`src/rtl/rc4d_pkg.sv`:
```
// Shared types and constants for the RC4-drop stream cipher.
// Used by the controller, the datapath, the top level and the checker.
// No dependencies.
`default_nettype none

package rc4d_pkg;

    // Key store geometry.
    localparam int KEY_DEPTH = 256;
    localparam int KEY_AW    = $clog2(KEY_DEPTH);
    localparam int KEY_CW    = KEY_AW + 1;

    // Permutation memory geometry.
    localparam int PERM_DEPTH = 256;
    localparam int PERM_AW    = 8;

    // Configuration register.
    localparam int          DROP_W     = 16;
    localparam logic [15:0] DROP_RESET = 16'd1024;

    // Item commands.
    localparam logic CMD_KEY  = 1'b0;
    localparam logic CMD_DATA = 1'b1;

    // Commands from the controller to the datapath.
    typedef struct packed {
        logic accept_key;   // store a key byte, start setup on the last one
        logic accept_data;  // capture a data byte
        logic nokey_res;    // prepare a result for data seen before any key
        logic fill_step;    // write identity entry n, advance n
        logic ks_b;         // key schedule: update j, read S[j]
        logic ks_c;         // key schedule: write S[n]
        logic ks_d;         // key schedule: write S[j], advance n and k
        logic pr_a;         // keystream: advance i, read S[i]
        logic pr_b;         // keystream: update j, read S[j]
        logic pr_c;         // keystream: write S[i], read S[t]
        logic pr_d;         // keystream: write S[j]
        logic clr_ij;       // clear i and j after the key schedule
        logic res_save;     // park the keystream result
        logic out_load_ks;  // load the output stage from the live result
        logic out_load_res; // load the output stage from the parked result
    } t_dp_cmd;

    // Status from the datapath to the controller.
    typedef struct packed {
        logic n_last;   // sweep index is at its last entry
        logic out_free; // output stage can take a beat this cycle
    } t_dp_sts;

endpackage

`default_nettype wire

```
`src/rtl/rc4d_ram.sv`:
```
// Generic single-clock RAM: one write port, one read port, registered read.
// Read-first: a read and a write to the same address return the old data.
// No dependencies.
`default_nettype none

module rc4d_ram #(
    parameter int WIDTH = 8,
    parameter int DEPTH = 256
) (
    input  wire logic                     i_clk,
    input  wire logic                     i_we,
    input  wire logic [$clog2(DEPTH)-1:0] i_waddr,
    input  wire logic [WIDTH-1:0]         i_wdata,
    input  wire logic [$clog2(DEPTH)-1:0] i_raddr,
    output logic      [WIDTH-1:0]         o_rdata
);

    logic [WIDTH-1:0] r_mem [DEPTH];

    always_ff @(posedge i_clk) begin
        if (i_we) begin
            r_mem[i_waddr] <= i_wdata;
        end
        o_rdata <= r_mem[i_raddr];
    end

endmodule

`default_nettype wire

```
`src/rtl/rc4d_ctrl.sv`:
```
// Controller for the RC4-drop cipher: state machine, drop counter and
// configuration register. Depends on rc4d_pkg.
`default_nettype none

module rc4d_ctrl
    import rc4d_pkg::*;
(
    input  wire logic              i_clk,
    input  wire logic              i_rst_n,
    input  wire logic              i_in_valid,
    input  wire logic              i_cmd,
    input  wire logic              i_key_last,
    input  wire logic              i_cfg_wr_en,
    input  wire logic [DROP_W-1:0] i_cfg_wr_data,
    input  wire t_dp_sts           i_sts,
    output logic                   o_in_stall,
    output t_dp_cmd                o_cmd
);

    localparam logic [3:0] ST_IDLE = 4'd0;
    localparam logic [3:0] ST_FILL = 4'd1;
    localparam logic [3:0] ST_KS_A = 4'd2;
    localparam logic [3:0] ST_KS_B = 4'd3;
    localparam logic [3:0] ST_KS_C = 4'd4;
    localparam logic [3:0] ST_KS_D = 4'd5;
    localparam logic [3:0] ST_DR_A = 4'd6;
    localparam logic [3:0] ST_DR_B = 4'd7;
    localparam logic [3:0] ST_DR_C = 4'd8;
    localparam logic [3:0] ST_DR_D = 4'd9;
    localparam logic [3:0] ST_PR_A = 4'd10;
    localparam logic [3:0] ST_PR_B = 4'd11;
    localparam logic [3:0] ST_PR_C = 4'd12;
    localparam logic [3:0] ST_PR_D = 4'd13;
    localparam logic [3:0] ST_HOLD = 4'd14;

    logic [3:0]        r_state, n_state;
    logic [DROP_W-1:0] r_drop_count;
    logic [DROP_W-1:0] r_drop_left, n_drop_left;
    logic              r_key_done, n_key_done;
    logic              w_accept;

    assign o_in_stall = (r_state != ST_IDLE);
    assign w_accept   = i_in_valid && !o_in_stall;

    always_comb begin
        n_state     = r_state;
        n_drop_left = r_drop_left;
        n_key_done  = r_key_done;
        o_cmd       = '0;
        unique case (r_state)
            ST_IDLE: begin
                if (w_accept) begin
                    if (i_cmd == CMD_KEY) begin
                        o_cmd.accept_key = 1'b1;
                        if (i_key_last) begin
                            n_state = ST_FILL;
                        end
                    end else if (r_key_done) begin
                        o_cmd.accept_data = 1'b1;
                        n_state           = ST_PR_A;
                    end else begin
                        o_cmd.nokey_res = 1'b1;
                        n_state         = ST_HOLD;
                    end
                end
            end
            ST_FILL: begin
                o_cmd.fill_step = 1'b1;
                if (i_sts.n_last) begin
                    n_state = ST_KS_A;
                end
            end
            ST_KS_A: begin
                // The resting read addresses already point at S[n] and K[k].
                n_state = ST_KS_B;
            end
            ST_KS_B: begin
                o_cmd.ks_b = 1'b1;
                n_state    = ST_KS_C;
            end
            ST_KS_C: begin
                o_cmd.ks_c = 1'b1;
                n_state    = ST_KS_D;
            end
            ST_KS_D: begin
                o_cmd.ks_d = 1'b1;
                if (!i_sts.n_last) begin
                    n_state = ST_KS_A;
                end else begin
                    o_cmd.clr_ij = 1'b1;
                    n_drop_left  = r_drop_count;
                    if (r_drop_count == '0) begin
                        n_key_done = 1'b1;
                        n_state    = ST_IDLE;
                    end else begin
                        n_state = ST_DR_A;
                    end
                end
            end
            ST_DR_A: begin
                o_cmd.pr_a = 1'b1;
                n_state    = ST_DR_B;
            end
            ST_DR_B: begin
                o_cmd.pr_b = 1'b1;
                n_state    = ST_DR_C;
            end
            ST_DR_C: begin
                o_cmd.pr_c = 1'b1;
                n_state    = ST_DR_D;
            end
            ST_DR_D: begin
                o_cmd.pr_d  = 1'b1;
                n_drop_left = r_drop_left - DROP_W'(1);
                if (r_drop_left == DROP_W'(1)) begin
                    n_key_done = 1'b1;
                    n_state    = ST_IDLE;
                end else begin
                    n_state = ST_DR_A;
                end
            end
            ST_PR_A: begin
                o_cmd.pr_a = 1'b1;
                n_state    = ST_PR_B;
            end
            ST_PR_B: begin
                o_cmd.pr_b = 1'b1;
                n_state    = ST_PR_C;
            end
            ST_PR_C: begin
                o_cmd.pr_c = 1'b1;
                n_state    = ST_PR_D;
            end
            ST_PR_D: begin
                o_cmd.pr_d = 1'b1;
                if (i_sts.out_free) begin
                    o_cmd.out_load_ks = 1'b1;
                    n_state           = ST_IDLE;
                end else begin
                    o_cmd.res_save = 1'b1;
                    n_state        = ST_HOLD;
                end
            end
            ST_HOLD: begin
                if (i_sts.out_free) begin
                    o_cmd.out_load_res = 1'b1;
                    n_state            = ST_IDLE;
                end
            end
            default: begin
                n_state = ST_IDLE;
            end
        endcase
    end

    always_ff @(posedge i_clk) begin
        if (!i_rst_n) begin
            r_state      <= ST_IDLE;
            r_key_done   <= 1'b0;
            r_drop_left  <= '0;
            r_drop_count <= DROP_RESET;
        end else begin
            r_state     <= n_state;
            r_key_done  <= n_key_done;
            r_drop_left <= n_drop_left;
            if (i_cfg_wr_en) begin
                r_drop_count <= i_cfg_wr_data;
            end
        end
    end

endmodule

`default_nettype wire

```
`src/rtl/rc4d_dp.sv`:
```
// Datapath for the RC4-drop cipher: permutation memory, key store, indices
// and the output stage. Depends on rc4d_pkg and rc4d_ram.
`default_nettype none

module rc4d_dp
    import rc4d_pkg::*;
(
    input  wire logic       i_clk,
    input  wire logic       i_rst_n,
    input  wire t_dp_cmd    i_cmd,
    input  wire logic [7:0] i_byte_in,
    input  wire logic       i_key_last,
    input  wire logic       i_out_stall,
    output t_dp_sts         o_sts,
    output logic            o_out_valid,
    output logic [7:0]      o_byte_out,
    output logic            o_no_key
);

    // Permutation memory ports.
    logic               w_p_we;
    logic [PERM_AW-1:0] w_p_waddr;
    logic [7:0]         w_p_wdata;
    logic [PERM_AW-1:0] w_p_raddr;
    logic [7:0]         w_p_rdata;

    // Key store ports.
    logic               w_k_we;
    logic [7:0]         w_k_rdata;

    logic [7:0]         r_i, r_j, r_n;
    logic [KEY_AW-1:0]  r_k;
    logic [KEY_CW-1:0]  r_key_count, r_key_len;
    logic [KEY_CW-1:0]  w_count_inc;
    logic [7:0]         r_sa, r_sb, r_t;
    logic [7:0]         r_data;
    logic [7:0]         r_res;
    logic               r_res_nk;
    logic [7:0]         w_ks, w_ks_result;
    logic               w_key_room;

    rc4d_ram #(.WIDTH(8), .DEPTH(PERM_DEPTH)) u_perm (
        .i_clk   (i_clk),
        .i_we    (w_p_we),
        .i_waddr (w_p_waddr),
        .i_wdata (w_p_wdata),
        .i_raddr (w_p_raddr),
        .o_rdata (w_p_rdata)
    );

    rc4d_ram #(.WIDTH(8), .DEPTH(KEY_DEPTH)) u_key (
        .i_clk   (i_clk),
        .i_we    (w_k_we),
        .i_waddr (r_key_count[KEY_AW-1:0]),
        .i_wdata (i_byte_in),
        .i_raddr (r_k),
        .o_rdata (w_k_rdata)
    );

    assign w_key_room  = (r_key_count < KEY_CW'(KEY_DEPTH));
    assign w_k_we      = i_cmd.accept_key && w_key_room;
    assign w_count_inc = w_key_room ? (r_key_count + KEY_CW'(1)) : r_key_count;

    // Read addresses of the permutation memory.
    always_comb begin
        priority if (i_cmd.ks_b) begin
            w_p_raddr = r_j + w_p_rdata + w_k_rdata;
        end else if (i_cmd.pr_a) begin
            w_p_raddr = r_i + 8'd1;
        end else if (i_cmd.pr_b) begin
            w_p_raddr = r_j + w_p_rdata;
        end else if (i_cmd.pr_c) begin
            w_p_raddr = r_sa + w_p_rdata;
        end else begin
            w_p_raddr = r_n;
        end
    end

    // Write port of the permutation memory.
    always_comb begin
        w_p_we    = 1'b1;
        priority if (i_cmd.fill_step) begin
            w_p_waddr = r_n;
            w_p_wdata = r_n;
        end else if (i_cmd.ks_c) begin
            w_p_waddr = r_n;
            w_p_wdata = w_p_rdata;
        end else if (i_cmd.pr_c) begin
            w_p_waddr = r_i;
            w_p_wdata = w_p_rdata;
        end else if (i_cmd.ks_d || i_cmd.pr_d) begin
            w_p_waddr = r_j;
            w_p_wdata = r_sa;
        end else begin
            w_p_we    = 1'b0;
            w_p_waddr = r_n;
            w_p_wdata = r_sa;
        end
    end

    // The memory read of S[t] saw the table before the swap, so the two
    // swapped entries are taken from the values held in registers.
    always_comb begin
        priority if (r_t == r_j) begin
            w_ks = r_sa;
        end else if (r_t == r_i) begin
            w_ks = r_sb;
        end else begin
            w_ks = w_p_rdata;
        end
    end
    assign w_ks_result = r_data ^ w_ks;

    assign o_sts.n_last   = (r_n == 8'hff);
    assign o_sts.out_free = !o_out_valid || !i_out_stall;

    always_ff @(posedge i_clk) begin
        if (!i_rst_n) begin
            r_key_count <= '0;
            r_key_len   <= KEY_CW'(1);
            r_k         <= '0;
            r_n         <= '0;
            r_i         <= '0;
            r_j         <= '0;
            o_out_valid <= 1'b0;
        end else begin
            if (i_cmd.accept_key) begin
                if (i_key_last) begin
                    r_key_count <= '0;
                    r_key_len   <= (w_count_inc == '0) ? KEY_CW'(1) : w_count_inc;
                    r_n         <= '0;
                    r_j         <= '0;
                    r_k         <= '0;
                end else begin
                    r_key_count <= w_count_inc;
                end
            end
            if (i_cmd.fill_step) begin
                r_n <= r_n + 8'd1;
            end
            if (i_cmd.ks_b) begin
                r_j <= r_j + w_p_rdata + w_k_rdata;
            end
            if (i_cmd.ks_d) begin
                r_n <= r_n + 8'd1;
                if (({1'b0, r_k} + KEY_CW'(1)) == r_key_len) begin
                    r_k <= '0;
                end else begin
                    r_k <= r_k + KEY_AW'(1);
                end
            end
            if (i_cmd.clr_ij) begin
                r_i <= '0;
                r_j <= '0;
            end
            if (i_cmd.pr_a) begin
                r_i <= r_i + 8'd1;
            end
            if (i_cmd.pr_b) begin
                r_j <= r_j + w_p_rdata;
            end
            if (i_cmd.out_load_ks || i_cmd.out_load_res) begin
                o_out_valid <= 1'b1;
            end else if (!i_out_stall) begin
                o_out_valid <= 1'b0;
            end
        end
    end

    // Payload registers.
    always_ff @(posedge i_clk) begin
        if (i_cmd.ks_b || i_cmd.pr_b) begin
            r_sa <= w_p_rdata;
        end
        if (i_cmd.pr_c) begin
            r_sb <= w_p_rdata;
            r_t  <= r_sa + w_p_rdata;
        end
        if (i_cmd.accept_data) begin
            r_data <= i_byte_in;
        end
        if (i_cmd.nokey_res) begin
            r_res    <= 8'h00;
            r_res_nk <= 1'b1;
        end else if (i_cmd.res_save) begin
            r_res    <= w_ks_result;
            r_res_nk <= 1'b0;
        end
        if (i_cmd.out_load_ks) begin
            o_byte_out <= w_ks_result;
            o_no_key   <= 1'b0;
        end else if (i_cmd.out_load_res) begin
            o_byte_out <= r_res;
            o_no_key   <= r_res_nk;
        end
    end

endmodule

`default_nettype wire

```
`src/rtl/rc4_drop_stream_cipher.sv`:
```
// Top level of the RC4-drop stream cipher: controller plus datapath.
// Depends on rc4d_pkg, rc4d_ctrl, rc4d_dp and rc4d_ram.
//
//   Channel  Direction  Handshake                Payload
//   in       into block i_in_valid / o_in_stall  i_cmd, i_byte_in, i_key_last
//   out      from block o_out_valid / i_out_stall o_byte_out, o_no_key
//   cfg      into block i_cfg_wr_en              i_cfg_wr_data (drop count)
//
// The block takes key beats back to back. After a data beat it stalls the
// input through the keystream step, states PR_A to PR_D, which shares the
// single permutation memory with its one read and one write port.
// The last key beat starts setup: identity fill, key schedule and
// drop_count discarded keystream steps.
// Reset is synchronous and active low; it clears the state machine, the key
// count, the drop count (to 1024) and the output stage. No clearing pass runs.
// A result waits in the output register while the output is stalled; a
// second data result parks in the datapath until the output register frees.
`default_nettype none

module rc4_drop_stream_cipher
    import rc4d_pkg::*;
(
    input  wire logic              i_clk,
    input  wire logic              i_rst_n,
    // Input channel.
    input  wire logic              i_in_valid,
    output logic                   o_in_stall,
    input  wire logic              i_cmd,
    input  wire logic [7:0]        i_byte_in,
    input  wire logic              i_key_last,
    // Output channel.
    output logic                   o_out_valid,
    input  wire logic              i_out_stall,
    output logic [7:0]             o_byte_out,
    output logic                   o_no_key,
    // Drop count register.
    input  wire logic              i_cfg_wr_en,
    input  wire logic [DROP_W-1:0] i_cfg_wr_data
);

    t_dp_cmd w_cmd;
    t_dp_sts w_sts;

    // The controller sequences fill, key schedule, drop and each keystream
    // step; it owns the drop count register and the key-ready flag.
    rc4d_ctrl u_ctrl (
        .i_clk         (i_clk),
        .i_rst_n       (i_rst_n),
        .i_in_valid    (i_in_valid),
        .i_cmd         (i_cmd),
        .i_key_last    (i_key_last),
        .i_cfg_wr_en   (i_cfg_wr_en),
        .i_cfg_wr_data (i_cfg_wr_data),
        .i_sts         (w_sts),
        .o_in_stall    (o_in_stall),
        .o_cmd         (w_cmd)
    );

    // The datapath holds both memories, the indices and the output stage.
    rc4d_dp u_dp (
        .i_clk       (i_clk),
        .i_rst_n     (i_rst_n),
        .i_cmd       (w_cmd),
        .i_byte_in   (i_byte_in),
        .i_key_last  (i_key_last),
        .i_out_stall (i_out_stall),
        .o_sts       (w_sts),
        .o_out_valid (o_out_valid),
        .o_byte_out  (o_byte_out),
        .o_no_key    (o_no_key)
    );

endmodule

`default_nettype wire

```
`config.mk`:
```
export PLATFORM = sky130hd
export DESIGN_NAME = rc4_drop_stream_cipher
export DESIGN_NICKNAME = d
export VERILOG_FILES = /design/src/rtl/rc4d_pkg.sv /design/src/rtl/rc4d_ram.sv /design/src/rtl/rc4d_ctrl.sv /design/src/rtl/rc4d_dp.sv /design/src/rtl/rc4_drop_stream_cipher.sv
export SDC_FILE = /design/constraint.sdc
export NUM_CORES = 2
export LEC_CHECK = 0
export ABC_CLOCK_PERIOD_IN_PS = 19800
export BUFFER_PORTS_ARGS = -buffer_cell sky130_fd_sc_hd__buf_4
export CORE_UTILIZATION = 65
export CTS_BUF_LIST = sky130_fd_sc_hd__clkbuf_8
export DETAILED_ROUTE_END_ITERATION = 8
export HOLD_SLACK_MARGIN = 0.12
export PLACE_DENSITY = 0.8
export SLEW_MARGIN = 25
export SYNTH_ARGS = -nofsm -noshare
export SYNTH_HDL_FRONTEND = slang
export SYNTH_SLANG_ARGS = --single-unit
```
`constraint.sdc`:
```
create_clock -name i_clk -period 19.8 [get_ports i_clk]
set_input_delay 0.99 -clock i_clk [delete_from_list [all_inputs] [get_ports i_clk]]
set_output_delay 0.99 -clock i_clk [all_outputs]
set_load 0.05 [all_outputs]
```
==> results.json <==
{
  "status": "finished with violations",
  "failed_checks": "design-rule violations",
  "p_per_area_nw_per_um2": 133,
  "grt_usage_pct": 34.1,
  "synthArstFlopShare_pct": 0,
  "finalSetupTns_ps": 0,
  "ant_nets": 0,
  "relSlewSlack_pct": 10.5,
  "route.detailed.wl_per_inst_um": 31.7,
  "maxSlewViolCount": 0,
  "cts_setup_buffers": 0,
  "vias": 99360,
  "htree_levels": 6,
  "p_comb_share_pct": 29.3,
  "drt_iter0_drc": 15527,
  "cts_buffers": 637,
  "finalClockSkew_ps": 44.1,
  "antenna_found_initial": 17,
  "drive_above_1_share_pct": 16.6,
  "nFillCells": 15106,
  "yosysUniqueCellTypes": 103,
  "grt_pass1_wl_um": 651000,
  "rsz0062_at_grt": "no",
  "netlist_area_um2": 170000,
  "setup.worst_path.start_class": "register",
  "worstSkewPairLatency_ps": 1080,
  "finish.utilization_pct": 71.2,
  "cts_buffer_depth": 4,
  "synth_edf_count": 4136,
  "cts_tree": "yes",
  "clk_pin_slew_worst_paths_ps": 60,
  "avgSynthCellArea_um2": 16.7,
  "ys_seq_area_share_pct": 74.5,
  "switching_share_pct": 35.9,
  "drv_cap": 0,
  "p_int_uw": 15800,
  "grt_start_max_net_pins": 256,
  "coreArea_um2": 260000,
  "hold_viol": 0,
  "initial_core_util_pct": 65.4,
  "syn2layout_area_growth_pct": 8.81,
  "cp.arrival_ps": 8150,
  "grt_pass1_vias": 97151,
  "clock_sinks": 4250,
  "fp.dieW_um": 513,
  "io_buffers": 41,
  "die_area_um2": 263000,
  "clock_power_share_pct": 26.5,
  "p_switching_uw": 8830,
  "seq_power_share_pct": 44.2,
  "grt_overflow": 0,
  "hpwl_um": 265000,
  "clock.fmax_mhz": 138,
  "required_ps": 20720,
  "layout_common_cells": "4136 x edfxtp_1, 1507 x nand2_1, 691 x nor2_1",
  "drc_errors": 1,
  "io_pins": 42,
  "synthCells": 10152,
  "worstSetupPathType": "reg -> reg",
  "p_total_uw": 24600,
  "crit_path_end_kind": "register",
  "ir_drop_v": 0.000265,
  "fin_crit_ps": 7230,
  "ys.warnings.count": 0,
  "synth_top_flop_cell": "edfxtp_1",
  "tightest_slew_ps": 1330,
  "fp-row-count": 187,
  "nets": 10433,
  "synth-seq-cells": 4250,
  "p_leak_uw": 0.0584,
  "die_y_um": 513,
  "fin_crit_sh_pct": 36.5,
  "setup_violations": 0,
  "path_max_fanout": 166,
  "via_per_inst": 6.97,
  "layout_commonest_cell": "edfxtp_1",
  "synthesis.nets": 10217,
  "cts_root_buf": "clkbuf_8",
  "min_path_type": "in -> reg",
  "drtPass1Iterations": 9,
  "gp_congestion": 0.948,
  "wirelength_um": 452000
}
==> what timing repair did <==
| item | 4_1_cts | 5_1_grt |
|---|---|---|
| gates resized for setup | 0 | 0 |
| hold endpoints to repair | 4 | 0 |
| hold buffers | 4 | 0 |
==> routing by layer <==
| layer | GRT usage (%) | vias to the layer above | wire [um] |
|---|---|---|---|
| li1 | - | 40443 | - |
| met1 | 44.4 | 49206 | 152000 |
| met2 | 52.5 | 8026 | 211000 |
| met3 | 8.55 | 1659 | 57900 |
| met4 | 20.3 | 26 | 31400 |
| met5 | 0 | - | 212 |
==> worst paths after layout <==
| path | startpoint | endpoint | slack [ps] | cells after the start |
|---|---|---|---|---|
| worst max-delay path | u_dp.u_perm.o_rdata[0] | u_dp.u_perm.o_rdata[1] | 12570 | 16 |
| worst min-delay path | i_cfg_wr_data[14] | u_ctrl.r_drop_count[14] | 150 | 3 |
| worst max register to register | u_dp.u_perm.o_rdata[0] | u_dp.u_perm.o_rdata[1] | 12570 | 16 |
| worst min register to register | u_ctrl.r_drop_left[14] | u_ctrl.r_drop_left[14] | 460 | 2 |
==> sequential cells by signal, summed over array words and instances (netlist names), 9 cells and up <==
register,count
u_dp.u_perm.r_mem,2048
u_ctrl.r_drop_count,16
u_ctrl.r_drop_left,16
u_dp.r_key_count,9
u_dp.u_key.r_mem,2048
u_dp.r_key_len,9
==> worst max-delay path, cell delays in order, from the launching register on <==
cell and delay [ps]:
dfxtp_1 500, ha_1 250, fa_1 520, fa_1 570
inv_1 70, o22ai_1 270, a21oi_4 170, nand2_8 550
buf_12 720, buf_12 650, a211oi_1 180, a311oi_1 290
a31oi_1 100, a21oi_1 320, nand3_1 400, a311o_1 590
a41oi_1 480
==> cell type report <==
class	instances	area, um^2	area share [%]
flip-flops and latches	4250	127000	68.4
multi-input cells	5223	40400	21.8
clock buffers	658	9060	4.90
well taps	3402	4260	2.30
repair buffers	238	2300	1.25
clock inverters	464	2220	1.20
inverters	18	72.6	0.0393
diodes	9	22.5	0.0122
==> cell usage after synthesis (all sizes together), types with 6 or more instances <==
master | number | area [um^2]
a2111oi | 14 | 144
a211o | 8 | 70.1
a211oi | 174 | 1310
a21o | 10 | 75.1
a21oi | 253 | 1270
a221oi | 34 | 298
a22oi | 29 | 223
a311o | 10 | 100
a311oi | 146 | 1280
a31oi | 177 | 1110
a32oi | 37 | 350
a41oi | 8 | 70.1
and2 | 20 | 128
and3 | 231 | 1450
buf | 390 | 2160
clkbuf | 271 | 1020
dfxtp | 114 | 2280
edfxtp | 4136 | 124000
ha | 31 | 388
inv | 17 | 63.8
mux2 | 23 | 259
mux2i | 238 | 2380
mux4 | 687 | 15500
nand2 | 1530 | 5770
nand2b | 12 | 77.6
nand3 | 326 | 1630
nand3b | 6 | 45.0
nand4 | 17 | 113
nor2 | 714 | 2710
nor2b | 30 | 188
nor3 | 72 | 365
nor4 | 29 | 181
o211ai | 9 | 72.6
o21a | 6 | 45.0
o21ai | 107 | 551
o221ai | 23 | 201
o22ai | 44 | 275
o311ai | 6 | 52.6
o31ai | 6 | 55.1
or2 | 8 | 50.1
or3 | 7 | 48.8
xnor2 | 31 | 272
xor2 | 35 | 325
==> power by group through the flow <==
stage | Combinational, uW | Sequential, uW | Clock (uW)
floorplan | 4080 | 11600 | 0
global placement | 6620 | 11000 | 0
detailed placement | 6820 | 11000 | 0
CTS | 6850 | 10900 | 6510
global route | 7340 | 10900 | 6900
finish | 7220 | 10900 | 6520
==> kinds of logic after synthesis <==
logic type,count (synthesis),share of synthesized area [%]
AO/OA/AOI/OAI,1154,4.74
flip-flops,4250,74.5
AND/OR/NAND/NOR,3021,7.60
buffers and inverters,679,1.91
adder cells (fa/ha/maj),34,0.264
multiplexers,948,10.7
XOR/XNOR,66,0.351
==> per-stage QoR <==
step	worst slack [ps]	hold slack (ps)	cells	instance area, um^2
after floorplan	5680	428	10152	170000
after global placement	12740	438	13113	173000
after detailed placement	12750	448	13115	173000
after CTS	12680	122	14241	184000
after global routing	12350	162	14255	185000
final	12570	146	14262	185000
Power figures use the tool's default switching activity.
